`src/rtl/core/bbs_pkg.sv`:
```
// Package for the bouncing body step block: sequencer states, register
// indexes, datapath widths and the saturation and angle wrap helpers.
// No dependencies.
package bbs_pkg;

  typedef enum logic [3:0] {
    ST_IDLE,
    ST_GRAV,
    ST_MUL1,
    ST_DIV,
    ST_CORR,
    ST_MUL2,
    ST_SCALE,
    ST_MOVE,
    ST_FIN
  } state_e;

  // configuration register indexes
  localparam logic [2:0] REG_FALL_ACCEL    = 3'd0;
  localparam logic [2:0] REG_BOUNCE_FACTOR = 3'd1;
  localparam logic [2:0] REG_BODY_RADIUS   = 3'd2;
  localparam logic [2:0] REG_FLOOR_LEVEL   = 3'd3;
  localparam logic [2:0] REG_SPIN_STEP     = 3'd4;
  localparam logic [2:0] REG_START_HEIGHT  = 3'd5;

  // register reset values
  localparam logic [20:0] FALL_ACCEL_RST    = 21'd655;
  localparam logic [16:0] BOUNCE_FACTOR_RST = 17'd52429;
  localparam logic [30:0] BODY_RADIUS_RST   = 31'd65536;

  // datapath widths
  localparam int unsigned GAP_W     = 34;  // height - radius - floor
  localparam int unsigned DIV_STEPS = 34;  // quotient bits, bounded by |gap|
  localparam int unsigned PROD_W    = 55;  // 34 x 21 product
  localparam int unsigned CNT_W     = 6;

  // 360 degrees in Q16.16
  localparam logic signed [26:0] FULL_TURN     = 27'sd23592960;
  localparam logic signed [26:0] NEG_FULL_TURN = -27'sd23592960;

  localparam logic signed [39:0] SAT_MAX = 40'sd2147483647;
  localparam logic signed [39:0] SAT_MIN = -40'sd2147483648;

  // clamp a wide signed value to the 32-bit signed range
  function automatic logic [31:0] sat32(logic signed [39:0] v);
    logic [31:0] r;
    if (v > SAT_MAX) begin
      r = 32'h7FFF_FFFF;
    end else if (v < SAT_MIN) begin
      r = 32'h8000_0000;
    end else begin
      r = v[31:0];
    end
    return r;
  endfunction

  // truncated remainder by a full turn; |sum| stays below three turns
  function automatic logic [25:0] wrap_angle(logic signed [26:0] s);
    logic signed [26:0] r;
    r = s;
    if (r >= FULL_TURN) begin
      r = r - FULL_TURN;
    end
    if (r >= FULL_TURN) begin
      r = r - FULL_TURN;
    end
    if (r <= NEG_FULL_TURN) begin
      r = r + FULL_TURN;
    end
    if (r <= NEG_FULL_TURN) begin
      r = r + FULL_TURN;
    end
    return r[25:0];
  endfunction

endpackage

```
`src/rtl/core/bouncing_body_step.sv`:
```
// Bouncing body step: vertical gravity/bounce update plus spin angle per tick.
// Depends on bbs_pkg (states, register indexes, sat32, wrap_angle).
//
// Usage:
//   Input channel (in_valid_i / in_stall_o) carries one frame tick: advance_i
//   and restart_i. A transfer happens when in_valid_i is high and in_stall_o
//   low. The block takes one tick at a time; in_stall_o stays high from the
//   transfer until that tick's result has been loaded into the output register.
//   Output channel (out_valid_o / out_stall_i) carries height, speed, angle and
//   the resting flag after the tick. The output register holds a finished
//   result while the receiver stalls; the next tick is accepted meanwhile and
//   its result waits in the final state until the register frees up.
//   After the input transfer, a restart goes straight to the final state; a
//   plain move or a resting body passes through the move state; free fall or
//   landing passes through the gravity and move states. A bounce adds the
//   shift-subtract divider, one quotient bit per cycle over 34 bits, plus two
//   passes through the shared multiplier.
//   Configuration writes (cfg_we_i, cfg_idx_i, cfg_wdata_i) take effect at the
//   next edge and must only happen while the block is idle.
//   Reset: asynchronous, active low; state returns to zero height, speed and
//   angle, not resting, and configuration registers return to their defaults.
module bouncing_body_step (
  input  logic        clk_i,
  input  logic        rst_ni,
  // configuration
  input  logic        cfg_we_i,
  input  logic [2:0]  cfg_idx_i,
  input  logic [31:0] cfg_wdata_i,
  // tick input
  input  logic        in_valid_i,
  output logic        in_stall_o,
  input  logic        advance_i,
  input  logic        restart_i,
  // result output
  output logic        out_valid_o,
  input  logic        out_stall_i,
  output logic [31:0] height_out_o,
  output logic [31:0] speed_out_o,
  output logic [25:0] angle_out_o,
  output logic        resting_out_o
);

  bbs_pkg::state_e state_q, state_d;

  // configuration registers
  logic [20:0] fall_accel_q, fall_accel_d;
  logic [16:0] bounce_factor_q, bounce_factor_d;
  logic [30:0] body_radius_q, body_radius_d;
  logic [31:0] floor_level_q, floor_level_d;
  logic [25:0] spin_step_q, spin_step_d;
  logic [31:0] start_height_q, start_height_d;

  // body state
  logic [31:0] height_q, height_d;
  logic [31:0] speed_q, speed_d;
  logic [25:0] angle_q, angle_d;
  logic        rest_q, rest_d;

  // bounce datapath
  logic [bbs_pkg::GAP_W-1:0]     op_q, op_d;        // multiplier operand
  logic [bbs_pkg::PROD_W-1:0]    prod_q, prod_d;
  logic [31:0]                   div_q, div_d;      // divisor, -speed
  logic [31:0]                   rem_q, rem_d;
  logic [bbs_pkg::DIV_STEPS-1:0] quo_q, quo_d;
  logic [bbs_pkg::CNT_W-1:0]     cnt_q, cnt_d;
  logic                          neg_q, neg_d;      // gap below zero
  logic                          res_neg_q, res_neg_d;

  // output register
  logic        out_valid_q, out_valid_d;
  logic [31:0] height_out_q, speed_out_q;
  logic [25:0] angle_out_q;
  logic        resting_out_q;

  logic in_xfer;
  logic out_load;

  // ---------------------------------------------------------------------
  // Gravity decision terms, from the current body state and configuration
  // ---------------------------------------------------------------------
  logic        [32:0]              spd_ext;
  logic        [32:0]              spd_mag;
  logic        [32:0]              spd_neg;
  logic        [32:0]              neg_g;
  logic signed [bbs_pkg::GAP_W-1:0] gap;
  logic        [bbs_pkg::GAP_W-1:0] gap_mag;
  logic signed [bbs_pkg::GAP_W:0]   gap_plus;
  logic                             rest_hit;
  logic                             touching;
  logic                             fast_down;
  logic        [31:0]               free_val;

  assign spd_ext = {speed_q[31], speed_q};
  assign spd_neg = 33'd0 - spd_ext;
  assign spd_mag = spd_ext[32] ? spd_neg : spd_ext;
  assign neg_g   = 33'd0 - {12'd0, fall_accel_q};

  assign gap = {{2{height_q[31]}}, height_q} - {3'd0, body_radius_q}
             - {{2{floor_level_q[31]}}, floor_level_q};
  assign gap_mag  = gap[bbs_pkg::GAP_W-1] ? (34'd0 - gap) : gap;
  assign gap_plus = {gap[bbs_pkg::GAP_W-1], gap} + {{3{speed_q[31]}}, speed_q};

  assign rest_hit  = (spd_mag < {12'd0, fall_accel_q}) && (gap <= 34'sd0);
  assign touching  = gap_plus <= 35'sd0;
  assign fast_down = $signed(spd_ext) < $signed(neg_g);
  assign free_val  = bbs_pkg::sat32($signed({{7{spd_ext[32]}}, spd_ext})
                                    - $signed({19'd0, fall_accel_q}));

  // ---------------------------------------------------------------------
  // Shared multiplier: |gap| * g for the correction, |w| * restitution
  // ---------------------------------------------------------------------
  logic [20:0]                mul_b;
  logic [bbs_pkg::PROD_W-1:0] product;

  assign mul_b   = (state_q == bbs_pkg::ST_MUL1) ? fall_accel_q : {4'd0, bounce_factor_q};
  assign product = op_q * mul_b;

  // ---------------------------------------------------------------------
  // Shift-subtract divider step, one quotient bit per cycle
  // ---------------------------------------------------------------------
  logic [32:0] trial;
  logic [33:0] diff;
  logic        fits;

  assign trial = {rem_q, quo_q[bbs_pkg::DIV_STEPS-1]};
  assign diff  = {1'b0, trial} - {2'd0, div_q};
  assign fits  = ~diff[33];

  // ---------------------------------------------------------------------
  // Correction and restitution terms
  // ---------------------------------------------------------------------
  logic [35:0] quo_ext;
  logic [35:0] corr;
  logic [35:0] w_val;
  logic [35:0] w_mag;
  logic [39:0] scaled;
  logic [39:0] scaled_signed;

  assign quo_ext = {2'd0, quo_q};
  assign corr    = neg_q ? (36'd0 - quo_ext) : quo_ext;
  assign w_val   = {{4{speed_q[31]}}, speed_q} - corr;
  assign w_mag   = w_val[35] ? (36'd0 - w_val) : w_val;

  // (-w * restitution) / 1.0, truncated toward zero
  assign scaled        = {1'b0, prod_q[bbs_pkg::PROD_W-1:16]};
  assign scaled_signed = res_neg_q ? (40'd0 - scaled) : scaled;

  // ---------------------------------------------------------------------
  // Next state
  // ---------------------------------------------------------------------
  always_comb begin
    state_d = state_q;
    unique case (state_q)
      bbs_pkg::ST_IDLE: begin
        if (in_valid_i) begin
          if (restart_i) begin
            state_d = bbs_pkg::ST_FIN;
          end else if (advance_i && !rest_q) begin
            state_d = bbs_pkg::ST_GRAV;
          end else begin
            state_d = bbs_pkg::ST_MOVE;
          end
        end
      end
      bbs_pkg::ST_GRAV: begin
        if (!rest_hit && touching && fast_down) begin
          state_d = bbs_pkg::ST_MUL1;
        end else begin
          state_d = bbs_pkg::ST_MOVE;
        end
      end
      bbs_pkg::ST_MUL1: state_d = bbs_pkg::ST_DIV;
      bbs_pkg::ST_DIV: begin
        if (cnt_q == bbs_pkg::CNT_W'(bbs_pkg::DIV_STEPS - 1)) begin
          state_d = bbs_pkg::ST_CORR;
        end
      end
      bbs_pkg::ST_CORR:  state_d = bbs_pkg::ST_MUL2;
      bbs_pkg::ST_MUL2:  state_d = bbs_pkg::ST_SCALE;
      bbs_pkg::ST_SCALE: state_d = bbs_pkg::ST_MOVE;
      bbs_pkg::ST_MOVE:  state_d = bbs_pkg::ST_FIN;
      bbs_pkg::ST_FIN: begin
        if (!out_valid_q || !out_stall_i) begin
          state_d = bbs_pkg::ST_IDLE;
        end
      end
      default: state_d = bbs_pkg::ST_IDLE;
    endcase
  end

  // ---------------------------------------------------------------------
  // Control outputs
  // ---------------------------------------------------------------------
  always_comb begin
    in_stall_o = 1'b1;
    out_load   = 1'b0;
    unique case (state_q)
      bbs_pkg::ST_IDLE: in_stall_o = 1'b0;
      bbs_pkg::ST_FIN:  out_load   = !out_valid_q || !out_stall_i;
      default: begin
        in_stall_o = 1'b1;
        out_load   = 1'b0;
      end
    endcase
  end

  assign in_xfer = in_valid_i && !in_stall_o;

  // ---------------------------------------------------------------------
  // Configuration writes
  // ---------------------------------------------------------------------
  always_comb begin
    fall_accel_d    = fall_accel_q;
    bounce_factor_d = bounce_factor_q;
    body_radius_d   = body_radius_q;
    floor_level_d   = floor_level_q;
    spin_step_d     = spin_step_q;
    start_height_d  = start_height_q;
    if (cfg_we_i) begin
      unique case (cfg_idx_i)
        bbs_pkg::REG_FALL_ACCEL:    fall_accel_d    = cfg_wdata_i[20:0];
        bbs_pkg::REG_BOUNCE_FACTOR: bounce_factor_d = cfg_wdata_i[16:0];
        bbs_pkg::REG_BODY_RADIUS:   body_radius_d   = cfg_wdata_i[30:0];
        bbs_pkg::REG_FLOOR_LEVEL:   floor_level_d   = cfg_wdata_i;
        bbs_pkg::REG_SPIN_STEP:     spin_step_d     = cfg_wdata_i[25:0];
        bbs_pkg::REG_START_HEIGHT:  start_height_d  = cfg_wdata_i;
        default: ;  // unmapped index, write dropped
      endcase
    end
  end

  // ---------------------------------------------------------------------
  // Datapath
  // ---------------------------------------------------------------------
  always_comb begin
    height_d  = height_q;
    speed_d   = speed_q;
    angle_d   = angle_q;
    rest_d    = rest_q;
    op_d      = op_q;
    prod_d    = prod_q;
    div_d     = div_q;
    rem_d     = rem_q;
    quo_d     = quo_q;
    cnt_d     = cnt_q;
    neg_d     = neg_q;
    res_neg_d = res_neg_q;

    unique case (state_q)
      bbs_pkg::ST_IDLE: begin
        if (in_xfer) begin
          if (restart_i) begin
            height_d = start_height_q;
            speed_d  = 32'd0;
            angle_d  = 26'd0;
            rest_d   = 1'b0;
          end else if (advance_i) begin
            angle_d = bbs_pkg::wrap_angle({angle_q[25], angle_q}
                                          + {spin_step_q[25], spin_step_q});
          end
        end
      end
      bbs_pkg::ST_GRAV: begin
        // operands for a possible bounce
        op_d  = gap_mag;
        neg_d = gap[bbs_pkg::GAP_W-1];
        div_d = spd_neg[31:0];
        if (rest_hit) begin
          rest_d  = 1'b1;
          speed_d = 32'd0;
        end else if (!touching) begin
          speed_d = free_val;
        end
        // touching but slow: speed holds
      end
      bbs_pkg::ST_MUL1: begin
        // quotient < |gap| < 2^34, so the top bits are below the divisor
        rem_d = {11'd0, product[bbs_pkg::PROD_W-1:bbs_pkg::DIV_STEPS]};
        quo_d = product[bbs_pkg::DIV_STEPS-1:0];
        cnt_d = '0;
      end
      bbs_pkg::ST_DIV: begin
        rem_d = fits ? diff[31:0] : trial[31:0];
        quo_d = {quo_q[bbs_pkg::DIV_STEPS-2:0], fits};
        cnt_d = cnt_q + 1'b1;
      end
      bbs_pkg::ST_CORR: begin
        op_d      = w_mag[bbs_pkg::GAP_W-1:0];
        res_neg_d = !w_val[35] && (w_val != 36'd0);
      end
      bbs_pkg::ST_MUL2: begin
        prod_d = product;
      end
      bbs_pkg::ST_SCALE: begin
        speed_d = bbs_pkg::sat32($signed(scaled_signed));
      end
      bbs_pkg::ST_MOVE: begin
        height_d = bbs_pkg::sat32($signed({{8{height_q[31]}}, height_q})
                                  + $signed({{8{speed_q[31]}}, speed_q}));
      end
      bbs_pkg::ST_FIN: ;
      default: ;
    endcase
  end

  assign out_valid_d = out_load || (out_valid_q && out_stall_i);

  // ---------------------------------------------------------------------
  // Registers
  // ---------------------------------------------------------------------
  always_ff @(posedge clk_i or negedge rst_ni) begin
    if (!rst_ni) begin
      state_q         <= bbs_pkg::ST_IDLE;
      fall_accel_q    <= bbs_pkg::FALL_ACCEL_RST;
      bounce_factor_q <= bbs_pkg::BOUNCE_FACTOR_RST;
      body_radius_q   <= bbs_pkg::BODY_RADIUS_RST;
      floor_level_q   <= 32'd0;
      spin_step_q     <= 26'd0;
      start_height_q  <= 32'd0;
      height_q        <= 32'd0;
      speed_q         <= 32'd0;
      angle_q         <= 26'd0;
      rest_q          <= 1'b0;
      cnt_q           <= '0;
      out_valid_q     <= 1'b0;
    end else begin
      state_q         <= state_d;
      fall_accel_q    <= fall_accel_d;
      bounce_factor_q <= bounce_factor_d;
      body_radius_q   <= body_radius_d;
      floor_level_q   <= floor_level_d;
      spin_step_q     <= spin_step_d;
      start_height_q  <= start_height_d;
      height_q        <= height_d;
      speed_q         <= speed_d;
      angle_q         <= angle_d;
      rest_q          <= rest_d;
      cnt_q           <= cnt_d;
      out_valid_q     <= out_valid_d;
    end
  end

  always_ff @(posedge clk_i) begin
    op_q      <= op_d;
    prod_q    <= prod_d;
    div_q     <= div_d;
    rem_q     <= rem_d;
    quo_q     <= quo_d;
    neg_q     <= neg_d;
    res_neg_q <= res_neg_d;
    if (out_load) begin
      height_out_q  <= height_q;
      speed_out_q   <= speed_q;
      angle_out_q   <= angle_q;
      resting_out_q <= rest_q;
    end
  end

  assign out_valid_o   = out_valid_q;
  assign height_out_o  = height_out_q;
  assign speed_out_o   = speed_out_q;
  assign angle_out_o   = angle_out_q;
  assign resting_out_o = resting_out_q;

  // ---------------------------------------------------------------------
  // Assertions
  // ---------------------------------------------------------------------
  // a resting body never moves
  a_rest_still : assert property (@(posedge clk_i) disable iff (!rst_ni)
    rest_q |-> (speed_q == 32'd0))
    else $error("resting body has nonzero speed");

  // angle magnitude stays below a full turn
  a_angle_range : assert property (@(posedge clk_i) disable iff (!rst_ni)
    ($signed({angle_q[25], angle_q}) < bbs_pkg::FULL_TURN) &&
    ($signed({angle_q[25], angle_q}) > bbs_pkg::NEG_FULL_TURN))
    else $error("spin angle out of range");

  // divider partial remainder always below the divisor
  a_div_rem : assert property (@(posedge clk_i) disable iff (!rst_ni)
    (state_q == bbs_pkg::ST_DIV) |-> (rem_q < div_q))
    else $error("divider remainder not below divisor");

  // a bounce divides only by a speed faster than gravity
  a_div_dvsr : assert property (@(posedge clk_i) disable iff (!rst_ni)
    (state_q == bbs_pkg::ST_DIV) |-> (div_q > {11'd0, fall_accel_q}))
    else $error("bounce divisor not above fall_accel");

  // a restart lands the start state right away
  a_restart : assert property (@(posedge clk_i) disable iff (!rst_ni)
    (in_xfer && restart_i) |=>
      (state_q == bbs_pkg::ST_FIN) && (height_q == start_height_q) &&
      (speed_q == 32'd0) && !rest_q)
    else $error("restart did not restore start state");

endmodule
```
`config.mk`:
```
export PLATFORM = sky130hd
export DESIGN_NAME = bouncing_body_step
export DESIGN_NICKNAME = d
export VERILOG_FILES = /design/src/rtl/core/bbs_pkg.sv /design/src/rtl/core/bouncing_body_step.sv
export SDC_FILE = /design/constraint.sdc
export NUM_CORES = 2
export LEC_CHECK = 0
export BUFFER_PORTS_ARGS = -buffer_cell sky130_fd_sc_hd__buf_2
export CAP_MARGIN = 25
export CORE_MARGIN = 2
export CORE_UTILIZATION = 40
export DETAILED_ROUTE_END_ITERATION = 12
export PLACE_DENSITY = 0.6
export SETUP_SLACK_MARGIN = 0.02
export SYNTH_ARGS = -nofsm -noshare
export SYNTH_HDL_FRONTEND = slang
export SYNTH_SLANG_ARGS = --single-unit
```
`constraint.sdc`:
```
create_clock -name clk_i -period 20.7 [get_ports clk_i]
set_input_delay 0 -clock clk_i [delete_from_list [all_inputs] [get_ports clk_i]]
set_output_delay 0 -clock clk_i [all_outputs]
set_load 0.05 [all_outputs]
```
* After elaboration in Yosys (flattened, before gate mapping) *
Index checks and enable logic that the tools add are counted.

word-level totals
  flip-flop bits (word level) = 541
  bits of input ports = 42
  output and inout bits = 93
  logic and storage cells = 170

cells by class
  $add $sub $neg = 19
  $mul = 1
  magnitude comparators = 14
  equal/unequal tests = 21
  mux-type cells = 56
  bitwise logic cells = 1
  reduce and logical (&&, ||, !) cells = 34

operators with widths
  cell                                                              count
  two-way mux 32 bit                                                13
  two-way mux 27 bit                                                15
  case mux 34 bit (2 select lines)                                  2
  case mux 32 bit (2 select lines)                                  2
  case mux 32 bit (3 select lines)                                  1
  two-way mux 26 bit                                                3
  two-way mux 34 bit                                                2
  subtractor 1 x 34 -> 34 bit, first input constant                 2
  subtractor 33 x 32 -> 34 bit                                      2
  greater-than comparator 33 x 32 -> 1 bit, second input constant   2
  < comparator 33 x 32 -> 1 bit, second input constant              2
  multiplier 34 x 21 -> 55 bit                                      1
  >= comparator 27 x 26 -> 1 bit, second input constant             2
  less-or-equal comparator 27 x 26 -> 1 bit, second input constant  2
  subtractor 27 x 26 -> 27 bit, second input constant               2
  greater-than comparator 40 x 32 -> 1 bit, second input constant   1
  < comparator 40 x 32 -> 1 bit, second input constant              1
  two-way mux 40 bit                                                1
  subtractor 1 x 39 -> 40 bit, first input constant                 1
  two-way mux 36 bit                                                1
  case mux 4 bit (9 select lines)                                   1
  nonzero test 36 bit                                               1
  subtractor 36 bit                                                 1
  adder 34 x 32 -> 35 bit                                           1
  other kinds (42)                                                  84

* Longest topological paths before layout *
  word-level depth = 23
  gate-level depth with buffers = 37
  depth with buffers taken out = 35

* Worst setup path before layout *
No wires, ideal clock.

  path kind = reg-to-reg
  start point = register state_q[3]
  end point = register rem_q[12] (data pin)
  setup time = 0.254 ns
  arrival = 8.650 ns
  data required time = 20.446 ns
  slack = 11.796 ns
  stages on the path, launching flop included = 31
  buffers on the path = 3
  clock period less this slack = 8.904 ns
  path through = dfrtp_1 > clkbuf_1 > nor2_1 > nand2_1 > nor2_1 > clkbuf_1 > mux2_2 > clkbuf_1 > and2_1 > fa_1 > fa_1 > fa_1 > fa_1 > inv_1 > fa_1 > fa_1 > inv_1 > fa_1 > ha_1 > or3_1 > or3_1 > o21ai_0 > o21a_1 > a31oi_1 > a211o_1 > nand3_1 > nor3b_1 > nor2_1 > a311oi_1 > xnor2_1 > o21a_1

between the ends
  word-level cells in the longest chain between the ends = 4
  elaborated cells on any way between the ends = 5
  those cells by class = 1 x mul; 2 x eq/ne; 2 x mux

RTL lines
  item                              line                       source
  start: declaration                bouncing_body_step.sv:43   bbs_pkg::state_e state_q, state_d;
  start signal: assignment          bouncing_body_step.sv:313  state_q <= bbs_pkg::ST_IDLE;
  start signal: assignment          bouncing_body_step.sv:327  state_q <= state_d;
  equality test 4 x 2 -> 1 bit      bouncing_body_step.sv:115  assign mul_b = (state_q == bbs_pkg::ST_MUL1) ? fall_accel_q : {4'd0, bounce_factor_q};
  two-way mux 21 bit                bouncing_body_step.sv:115
  multiplier 34 x 21 -> 55 bit      bouncing_body_step.sv:116  assign product = op_q * mul_b;
  named net product, one bit        bouncing_body_step.sv:113  logic [bbs_pkg::PROD_W-1:0] product;
  case mux 32 bit (2 select lines)  bouncing_body_step.sv:249  unique case (state_q)
  named net rem_d[12]               bouncing_body_step.sv:63   logic [31:0] rem_q, rem_d;
  end signal: assignment            bouncing_body_step.sv:347  rem_q <= rem_d;
  end: declaration                  bouncing_body_step.sv:63

The timed path passes the listed nets, and every way through them passes these cells.
A chain may end at the register's enable or synchronous reset.

* Worst setup path in the final report *
  start point = register state_q[3]
  end point = register rem_q[19] (data pin)

between the ends
  word-level cells in the longest chain between the ends = 4
  elaborated cells on any way between the ends = 5
  those cells by class = 1 x mul; 2 x eq/ne; 2 x mux

RTL lines
  item                                  line
  equality test 4 x 2 -> 1 bit          bouncing_body_step.sv:115, bouncing_body_step.sv:249
  two-way mux 21 bit                    bouncing_body_step.sv:115
  multiplier 34 x 21 -> 55 bit          bouncing_body_step.sv:116
  case mux 32 bit (2 select lines) (*)  bouncing_body_step.sv:249
  named net rem_d[19]                   bouncing_body_step.sv:63

The timed path passes the listed nets; every way through them passes the cells marked *.

==> results by group <==
Placed design
  • Placed Instance Area: 62800 µm²
  • Placer congestion estimate: 0.937
  • # port buffers: 134
  • Post-DP HPWL: 141000 µm

Worst setup path
  • Most used cell, CP: fa_1
  • Data arrival time of the critical path: 11.01 ns
  • Kind of critical path: flop to flop
  • CP Data Required Time: 21.05 ns
  • Worst setup SP type: flop
  • Setup crit end kind: flop
  • Worst path slowest cell: mux2_2
  • Max incr delay on CP: 0.82 ns
  • Crit Path Max Fanout: 51

Final layout
  • Fill count: between 10000 and 15000
  • Design area: 65400 µm²
  • Layout Utilization: 44.2%
  • Share of cells above drive strength 1: 9.30%
  • Layout Nets: 7679
  • Syn-to-layout area delta: 9.30%
  • FF+latch area: 14500 µm²
  • Footprint of the multi-input gates: 41300 µm²
  • Commonest non-fill, non-tap cells in the layout: 917 x nand2_1, 796 x inv_1, 642 x fa_1
  • Commonest non-fill, non-tap cell in the layout: nand2_1

Clocking
  • CTS HTree Levels: 2
  • Clk sinks: 525
  • CTS tree: built
  • Clk_lat worst skew: around 0.71 ns
  • TritonCTS Buffers: 59
  • Root Buffer: clkbuf_16
  • Clock slew at reported path FFs: 0.06 ns
  • Clk buf depth: 3

Floorplan
  • Die X: between 300 and 400 µm
  • Core area: around 150000 µm²
  • Starting Density: roughly two fifths
  • Ports: 135
  • FP Rows: 141
  • Die Y: 391 µm
  • Die Area: 153000 µm²

Synth
  • Ranking of synthesized cells by area: fa_1 21%, edfxtp_1 13%, dfrtp_1 10%, ha_1 9.2%, nand2_1 5.8%
  • Top FF cell, synth: edfxtp_1
  • Leading area contributor after synthesis: fa_1
  • Yosys Warn Count: 0
  • Top-area cell type share of the netlist area: 21.5%
  • Cells after synthesis: 6475
  • Syn avg cell area: 9.24 µm²
  • Synth Cell Area: 59800 µm²
  • Net Count, Synth: 7601
  • Async set or reset register ratio after synthesis: 49.7%
  • Netlist cell types: 110
  • Flops & latches, synth: 525
  • Post-synthesis sequential area ratio: around a quarter
  • Post-synth EDFFs: about 260

Global routing
  • Overall routing resource usage: 24.6%
  • Vias in the first global route: 48300
  • Initial antenna violation count: 8
  • Largest net degree at the start of global routing: 87
  • First-pass GRT wire length: 290000 µm
  • Grt total ovfl: 0

Timing
  • Final Setup Violations: 0
  • Hold Slack: 0.0932 ns
  • Final Max Slew Viols: 0
  • Slew @ Worst Pin: 1.12 ns
  • Final min period: 10.66 ns
  • Clock Skew: 0.0882 ns
  • Slew headroom: 25.7%
  • Setup_tns: 0 ns
  • Endpoints failing hold: 0
  • Tcrit/Tclk final: 51.5%
  • RSZ-0062 raised after global routing: false
  • F_max: about 0.094 GHz

Route
  • Post-route ant nets: 0
  • Via Count: between 40000 and 50000
  • Iter 0 DRT Violations: 4225
  • DRC Markers: 0
  • Post-DR wirelength/cell: 22.1 µm
  • Aggregate routed wire length: 189000 µm
  • Vias per Instance: 5.66
  • Pre-Repair DR Iteration Count: 6

Worst hold path
  • HP Class: input port to flop

Job
  • Number of max-cap violations: 0

Run status
  • Status: completed
[timing repair]
| action | CTS | global route |
|---|---|---|
| hold buffers | 48 | 0 |
| resized for setup | 0 | 0 |
| endpoints found under the hold margin | 286 | 0 |
| buffers inserted | 0 | 0 |
| setup endpoints to repair | 0 | 0 |
[area by class of cell]
class / count / share of cell area [%]
multi-input cells: 4877 / 63.3
flip-flops and latches: 525 / 22.2
inverters: 797 / 4.58
well taps: 1930 / 3.69
repair buffers: 293 / 3.15
clock buffers: 73 / 2.51
clock inverters: 39 / 0.639
diodes: 3 / 0.0115
[cell usage after synthesis (179+ instances only)]
cell      instances
xor2_1          179
dfrtp_1         245
xnor2_1         224
fa_1            642
nand2_1         917
nor2_1          282
a21oi_1         298
edfxtp_1        264
clkbuf_1        251
inv_1           797
ha_1            442
o21ai_0         263
[logic make-up after synthesis]
logic type	share of synthesized area, %
compound gates	13.2
xor+xnor	5.90
fa+ha+maj	30.8
buf+inv	6.88
flops	24.2
mux	2.98
simple gates	16.1
[registers in the layout, indices dropped and copies added, names as in the netlist, 21 cells and up]
signal / count
body_radius_q: 31
angle_q: 26
div_q: 32
op_q: 34
speed_out_o: 32
floor_level_q: 32
height_out_o: 32
angle_out_o: 26
start_height_q: 32
prod_q: 39
height_q: 32
rem_q: 32
fall_accel_q: 21
spin_step_q: 26
speed_q: 32
quo_q: 34
[critical path, delay by kind of cell (launching register included)]
kind | cells | cell delay, ns
and+or+nand+nor | 7 | 1.43
DFF | 1 | 0.46
muxes | 2 | 1.09
buffers and inverters | 4 | 0.75
AOI/OAI and AO/OA | 10 | 2.64
adders and majority gates | 8 | 3.85
[through the flow]
step | setup WS [ns] | cells
after floorplan | 11.80 | 6475
after global placement | 10.36 | 8370
after detailed placement | 10.26 | 8372
after CTS | 10.17 | 8532
after global routing | 9.47 | 8534
final | 10.04 | 8537
[metal layers]
| metal | global-route usage [%] | vias to the layer above | part of all wire [%] |
|---|---|---|---|
| met5 | 0 | - | 0 |
| met4 | 9.17 | 0 | 4.1 |
| met3 | 3.55 | 315 | 7.2 |
| met2 | 39.0 | 1757 | 45 |
| met1 | 34.2 | 24300 | 43 |
| li1 | - | 21900 | - |
[final timing paths]
check	startpoint	endpoint	slack (ns)	cells after the start
max reg2reg	state_q[3]	rem_q[19]	10.04	31
min reg2reg	angle_q[22]	angle_out_o[22]	0.48	0
min in group asynchronous	rst_ni	bounce_factor_q[15]	0.42	3
max	state_q[3]	rem_q[19]	10.04	31
min	cfg_wdata_i[26]	body_radius_q[26]	0.09	4
max in group asynchronous	rst_ni	speed_q[2]	19.30	4
Power is not shown: default switching activity piles up to over one toggle a cycle in this logic, so the estimate is an artifact.
